===== src/rtl/core/srv_pkg.sv =====
// Shared types and fixed constants of the Schroeder reverb core.
package srv_pkg;

  localparam int CDLY_W    = 11;
  localparam int ADLY_W    = 8;
  localparam int CFG_IDX_W = 3;

  localparam logic [CFG_IDX_W-1:0] REG_COMB1_DELAY    = 3'd0;
  localparam logic [CFG_IDX_W-1:0] REG_COMB2_DELAY    = 3'd1;
  localparam logic [CFG_IDX_W-1:0] REG_COMB3_DELAY    = 3'd2;
  localparam logic [CFG_IDX_W-1:0] REG_COMB4_DELAY    = 3'd3;
  localparam logic [CFG_IDX_W-1:0] REG_ALLPASS1_DELAY = 3'd4;
  localparam logic [CFG_IDX_W-1:0] REG_ALLPASS2_DELAY = 3'd5;
  localparam logic [CFG_IDX_W-1:0] REG_DAMPING        = 3'd6;
  localparam logic [CFG_IDX_W-1:0] REG_MIX            = 3'd7;

  localparam logic [CDLY_W-1:0] COMB1_DELAY_RST    = 11'd661;
  localparam logic [CDLY_W-1:0] COMB2_DELAY_RST    = 11'd749;
  localparam logic [CDLY_W-1:0] COMB3_DELAY_RST    = 11'd859;
  localparam logic [CDLY_W-1:0] COMB4_DELAY_RST    = 11'd970;
  localparam logic [ADLY_W-1:0] ALLPASS1_DELAY_RST = 8'd220;
  localparam logic [ADLY_W-1:0] ALLPASS2_DELAY_RST = 8'd74;

  // Control of the shared multiply-accumulate unit.
  typedef struct packed {
    logic en;
    logic load;
  } mac_ctl_t;

endpackage


===== src/rtl/core/srv_mac.sv =====
// Shared multiply-accumulate unit: sample times unsigned coefficient.
module srv_mac
  import srv_pkg::*;
#(
  parameter int SAMPLE_WIDTH   = 24,
  parameter int COEF_FRAC_BITS = 16
) (
  input  logic                                          clk,
  input  mac_ctl_t                                      ctl,
  input  logic signed [SAMPLE_WIDTH-1:0]                a,
  input  logic        [COEF_FRAC_BITS:0]                b,
  output logic signed [SAMPLE_WIDTH+COEF_FRAC_BITS+2:0] acc
);

  localparam int PW = SAMPLE_WIDTH + COEF_FRAC_BITS + 2;
  localparam int AW = SAMPLE_WIDTH + COEF_FRAC_BITS + 3;
  localparam logic signed [AW-1:0] HALF = AW'(64'd1 << (COEF_FRAC_BITS - 1));

  logic signed [PW-1:0] prod;
  logic signed [AW-1:0] acc_r;
  logic signed [AW-1:0] acc_nxt;

  // Load starts a new sum with the rounding half LSB already in it.
  always_comb begin
    prod = a * $signed({1'b0, b});
    if (ctl.load) begin
      acc_nxt = AW'(prod) + HALF;
    end else begin
      acc_nxt = acc_r + AW'(prod);
    end
  end

  always_ff @(posedge clk) begin
    if (ctl.en) begin
      acc_r <= acc_nxt;
    end
  end

  assign acc = acc_r;

endmodule

===== config.mk =====
export PLATFORM = sky130hd
export DESIGN_NAME = srv_mac
export DESIGN_NICKNAME = d
export VERILOG_FILES = /design/src/rtl/core/srv_pkg.sv /design/src/rtl/core/srv_mac.sv
export SDC_FILE = /design/constraint.sdc
export NUM_CORES = 1
export LEC_CHECK = 0
export ABC_AREA = 1
export ABC_CLOCK_PERIOD_IN_PS = 17600
export BUFFER_PORTS_ARGS = -buffer_cell sky130_fd_sc_hd__buf_2
export CAP_MARGIN = 20
export CELL_PAD_IN_SITES_DETAIL_PLACEMENT = 1
export CELL_PAD_IN_SITES_GLOBAL_PLACEMENT = 1
export CORE_MARGIN = 3
export CORE_UTILIZATION = 37
export CTS_CLUSTER_DIAMETER = 40
export DETAILED_ROUTE_END_ITERATION = 12
export PLACE_DENSITY_LB_ADDON = 0.3
export RECOVER_POWER = 25
export SLEW_MARGIN = 20
export SYNTH_ARGS = -nofsm -noshare
export SYNTH_HDL_FRONTEND = slang
export SYNTH_SLANG_ARGS = --single-unit
export TNS_END_PERCENT = 10

===== constraint.sdc =====
create_clock -name clk -period 17.6 [get_ports clk]
set_input_delay 3.52 -clock clk [delete_from_list [all_inputs] [get_ports clk]]
set_output_delay 3.52 -clock clk [all_outputs]
set_load 0.02 [all_outputs]

After elaboration in Yosys (flattened, before gate mapping):

Cells that the tools add are included.

* bits of input ports: 44
* flip-flop bits (word level): 43
* logic and storage cells: 5
* output and inout bits: 43

* muxes and demuxes: 1
* multiply operators: 1
* add/sub/neg operators: 2

Operator list (number)
* adder 42 x 17 -> 43 bit, second input constant: 1
* adder 43 x 42 -> 43 bit: 1
* two-way mux 43 bit: 1
* multiplier 24 x 18 -> 42 bit: 1

Logic depth before layout (Yosys ltp):

* depth after elaboration: 3
* gate-level depth with buffers: 40
* depth with buffers taken out: 39

Least setup slack after synthesis:

No wires, ideal clock.

* kind: input -> register
* start: in a[7]
* end: reg acc_r[34], in the netlist acc[34] (data pin)
* path slack: 7201 ps
* arrival: 10147 ps
* data required time: 17348 ps
* library setup time: 252 ps
* cell stages on the path: 36
* cells stage by stage: clkbuf_1 > clkbuf_1 > nand2_1 > fa_1 > inv_1 > fa_1 > inv_1 > fa_1 > inv_1 > fa_1 > fa_1 > inv_1 > fa_1 > inv_1 > ha_1 > nand2_2 > nor2_2 > inv_2 > nor2_4 > nand2_2 > nand2_4 > nand2_4 > nand2_1 > nand2_1 > nand2_4 > inv_1 > ha_1 > a21o_1 > a31oi_1 > o21ai_0 > o21bai_1 > a21oi_1 > o21bai_1 > or2_2 > nand3_1 > nand2_1

* cells in the longest elaborated chain, start to end: 3
* elaborated cells on any way between the ends: 4
* those cells by class: add/sub: 2; mul: 1; mux: 1

RTL lines
* start: declaration: line srv_mac.sv:10 `input logic signed [SAMPLE_WIDTH-1:0] a,`
* multiplier 24 x 18 -> 42 bit *: line srv_mac.sv:25 `prod = a * $signed({1'b0, b});`
* adder 43 x 42 -> 43 bit or adder 42 x 17 -> 43 bit (tied branches): line srv_mac.sv:29, srv_mac.sv:27
* two-way mux 43 bit *: line srv_mac.sv:26 `if (ctl.load) begin`
* net acc_nxt[34]: line srv_mac.sv:21 `logic signed [AW-1:0] acc_nxt;`
* end signal: assignment: line srv_mac.sv:35 `acc_r <= acc_nxt;`
* end: declaration: line srv_mac.sv:20 `logic signed [AW-1:0] acc_r;`

Mark *: on every way through the listed nets, which the timed path passes. The rest lies on a longest branch.
A chain may end at the register's enable or synchronous reset.

Worst setup path after layout:

* start: in b[3]
* end: reg acc_r[38], in the netlist acc[38] (data pin)

* cells in the longest elaborated chain, start to end: 3
* elaborated cells on any way between the ends: 4
* those cells by class: add/sub: 2; mul: 1; mux: 1

RTL lines
* start: declaration: line srv_mac.sv:11 `input logic [COEF_FRAC_BITS:0] b,`
* multiplier 24 x 18 -> 42 bit *: line srv_mac.sv:25
* adder 43 x 42 -> 43 bit or adder 42 x 17 -> 43 bit (tied branches): line srv_mac.sv:29, srv_mac.sv:27
* two-way mux 43 bit *: line srv_mac.sv:26
* net acc_nxt[38]: line srv_mac.sv:21

Marked as above.

==> impl_metrics.py <==
metrics = {
    "routing": {
        "drtPass1Iterations": 5,
        "drtAntennaViolNets": 0,
        "routed_via_density": 4.957,
        "drc": 0,
        "wl_per_cell_um": 18.57,
        "num_vias": 19380,
        "drt_wl_total_mm": 72.57,
        "drt_iter0_markers": 1050,
    },
    "worst_setup_path": {
        "max_stage_delay_ns": 0.79,
        "path_class": "in2reg",
        "critPathCaptureType": "flop",
        "r2r_start": "acc[0]$_DFFE_PP_",
        "arrival_ns": 12.05,
        "startpoint_type": "input port",
        "critPathSlowestCell": "fa_1",
        "reg2reg_slack_ns": 13.95,
        "r2r_end": "acc[30]$_DFFE_PP_",
        "cp_max_fo": 24,
        "cp.buffers_inverters": 6,
        "critical-path-top-delay-family": "adder cells",
        "rr_worst_depth": 16,
        "worstPathRequired_ns": 17.66,
    },
    "floorplan": {
        "die_h_um": 250.0,
        "std_cell_rows": 88,
        "dieArea_mm2": 0.06249,
        "ios": 87,
        "core-area_mm2": 0.05825,
        "die_w_um": 250.0,
        "start_util_pct": 37.81,
    },
    "synth": {
        "async_flop_share_pct": 0,
        "ys_ff_latch": 43,
        "synthFlopType": "edfxtp_1",
        "syn_avg_cell_area_um2": 7.019,
        "syn_area_mm2": 0.02202,
        "synth.most_common_cell": "inv_1",
        "synth-edff-count": 43,
        "yosysSeqAreaShare_pct": 5.863,
        "yosys_warnings": 0,
        "syn_nets": 3735,
        "yosysTopAreaCell": "fa_1",
        "synth.top_cell.area_share_pct": 36.54,
        "synthTopCellsByArea": "fa_1, inv_1, nand2_1",
        "synth_cell_types": 47,
        "synthTopCellsByCount": "inv_1, nand2_1, fa_1",
        "synthCells": 3138,
    },
    "sta": {
        "hold_slack_ns": 0.7122,
        "fmax_ghz": 0.08341,
        "finalSetupTns_ns": 0,
        "period_needed_ns": 11.99,
        "fin_ws_ns": 5.612,
        "period_share_pct": 68.12,
        "rsz0062_at_grt": "false",
        "hold_viol": 0,
        "drv_slew": 44,
        "skew_ns": 0.003977,
        "worstMarginPinSlew_ns": 2.767,
        "worst_slew_margin_rel_pct": -84.44,
        "setup_violations": 0,
    },
    "placed_design": {
        "place_ws_ns": 5.507,
        "io_buffer_count": 86,
        "hpwl_mm": 62.22,
        "place.gp.congestion": 1.006,
    },
    "global_route": {
        "grt_max_degree": 59,
        "grt_first_pass_wirelength_mm": 118.1,
        "grt_pass1_vias": 21890,
        "antenna_found_initial": 0,
        "grt_util_all_layers_pct": 23.64,
        "overflow": 0,
    },
    "clocking": {
        "cts_resized": 0,
        "cts_buffer_depth": 2,
        "cts_root_buf": "clkbuf_16",
        "cts_hold_buf": 0,
        "clk_latency_ns": 0.32,
        "cts_made_buffers": 5,
        "path_clk_slew_ns": 0.08,
        "cts_tree": "built",
        "cts.sinks": 43,
        "post_cts_buffers": 0,
        "cts-htree-levels": 2,
    },
    "layout": {
        "syn_to_final_growth_pct": 5.505,
        "largest_reg_flops": 43,
        "final_nets": 3740,
        "n_antenna_cell": 0,
        "drive_gt1_share_pct": 5.725,
        "final_util_pct": 39.90,
    },
    "run": {
        "drv_cap": 1,
    },
    "min_path": {
        "min_path_cells": 3,
        "hold_start": "acc[0]$_DFFE_PP_",
        "hold_class": "reg2reg",
        "min_to": "acc[0]$_DFFE_PP_",
    },
    "status": {
        "status": "finished with violations",
        "violations": "max-capacitance violations, max-slew violations",
    },
}
==> worst min-delay path: stages (launching register included) <==
cell and delay, ns:
edfxtp_1 0.35, ha_1 0.14, nand2_1 0.04, o21ai_0 0.07
==> cell usage in the layout (no fill, tap or decap), types with 11 or more instances in the layout <==
master	count
ha_1	151
nor2_2	15
or2_2	11
xor2_1	30
buf_2	85
xnor2_1	11
fa_1	402
nor3_1	14
a31oi_1	14
edfxtp_1	43
o21ai_0	70
nand2_2	17
nand4_1	29
o21bai_1	13
nand2_1	879
a21oi_1	95
nand3_1	88
nor2_1	126
inv_1	948
==> how the worst max path moves through the flow <==
stage	from	endpoint	slack (ns)	cells after the start
2_1_floorplan	a[7]	acc[34]$_DFFE_PP_	7.20	36
3_3_place_gp	b[3]	acc[38]$_DFFE_PP_	5.47	29
3_5_place_dp	b[3]	acc[36]$_DFFE_PP_	5.51	31
4_1_cts	b[3]	acc[36]$_DFFE_PP_	5.80	31
5_1_grt	b[3]	acc[36]$_DFFE_PP_	5.09	31
6_report	b[3]	acc[38]$_DFFE_PP_	5.61	29
==> per-layer routing <==
layer / wire length [um] / up-vias / track usage, %
met4: 1121 / 0 / 3.873
met2: 36460 / 358 / 42.72
met3: 2589 / 72 / 1.719
li1: - / 9041 / -
met1: 32400 / 9905 / 31.48
met5: 0 / - / 0
==> cell type report <==
cell class                      instances  area, um^2
Clock buffer                            5       125.1
Timing Repair Buffer                   89       451.7
Tap cell                              765       957.2
Fill cell                            7469       35010
Inverter                              957        3592
Clock inverter                          3       26.28
Multi-Input combinational cell       2047       16790
Sequential cell                        43        1291
==> cell families (layout without fill, tap and decap cells) <==
family | Yosys count | after routing | synth area share, %
flops | 43 | 43 | 5.863
simple gates | 1229 | 1229 | 23.63
buf+inv | 1048 | 1054 | 17.89
xor+xnor | 45 | 45 | 1.977
compound gates | 220 | 220 | 5.527
fa+ha+maj | 553 | 553 | 45.12
==> per-stage QoR <==
| stage | std cells | instance area (um^2) |
|---|---|---|
| floorplan | 3138 | 22020 |
| global placement | 3901 | 23090 |
| detailed placement | 3901 | 23090 |
| CTS | 3909 | 23240 |
| global route | 3909 | 23240 |
| finish | 3909 | 23240 |
Power is not shown: default switching activity piles up to over one toggle a cycle in this logic, so the estimate is an artifact.
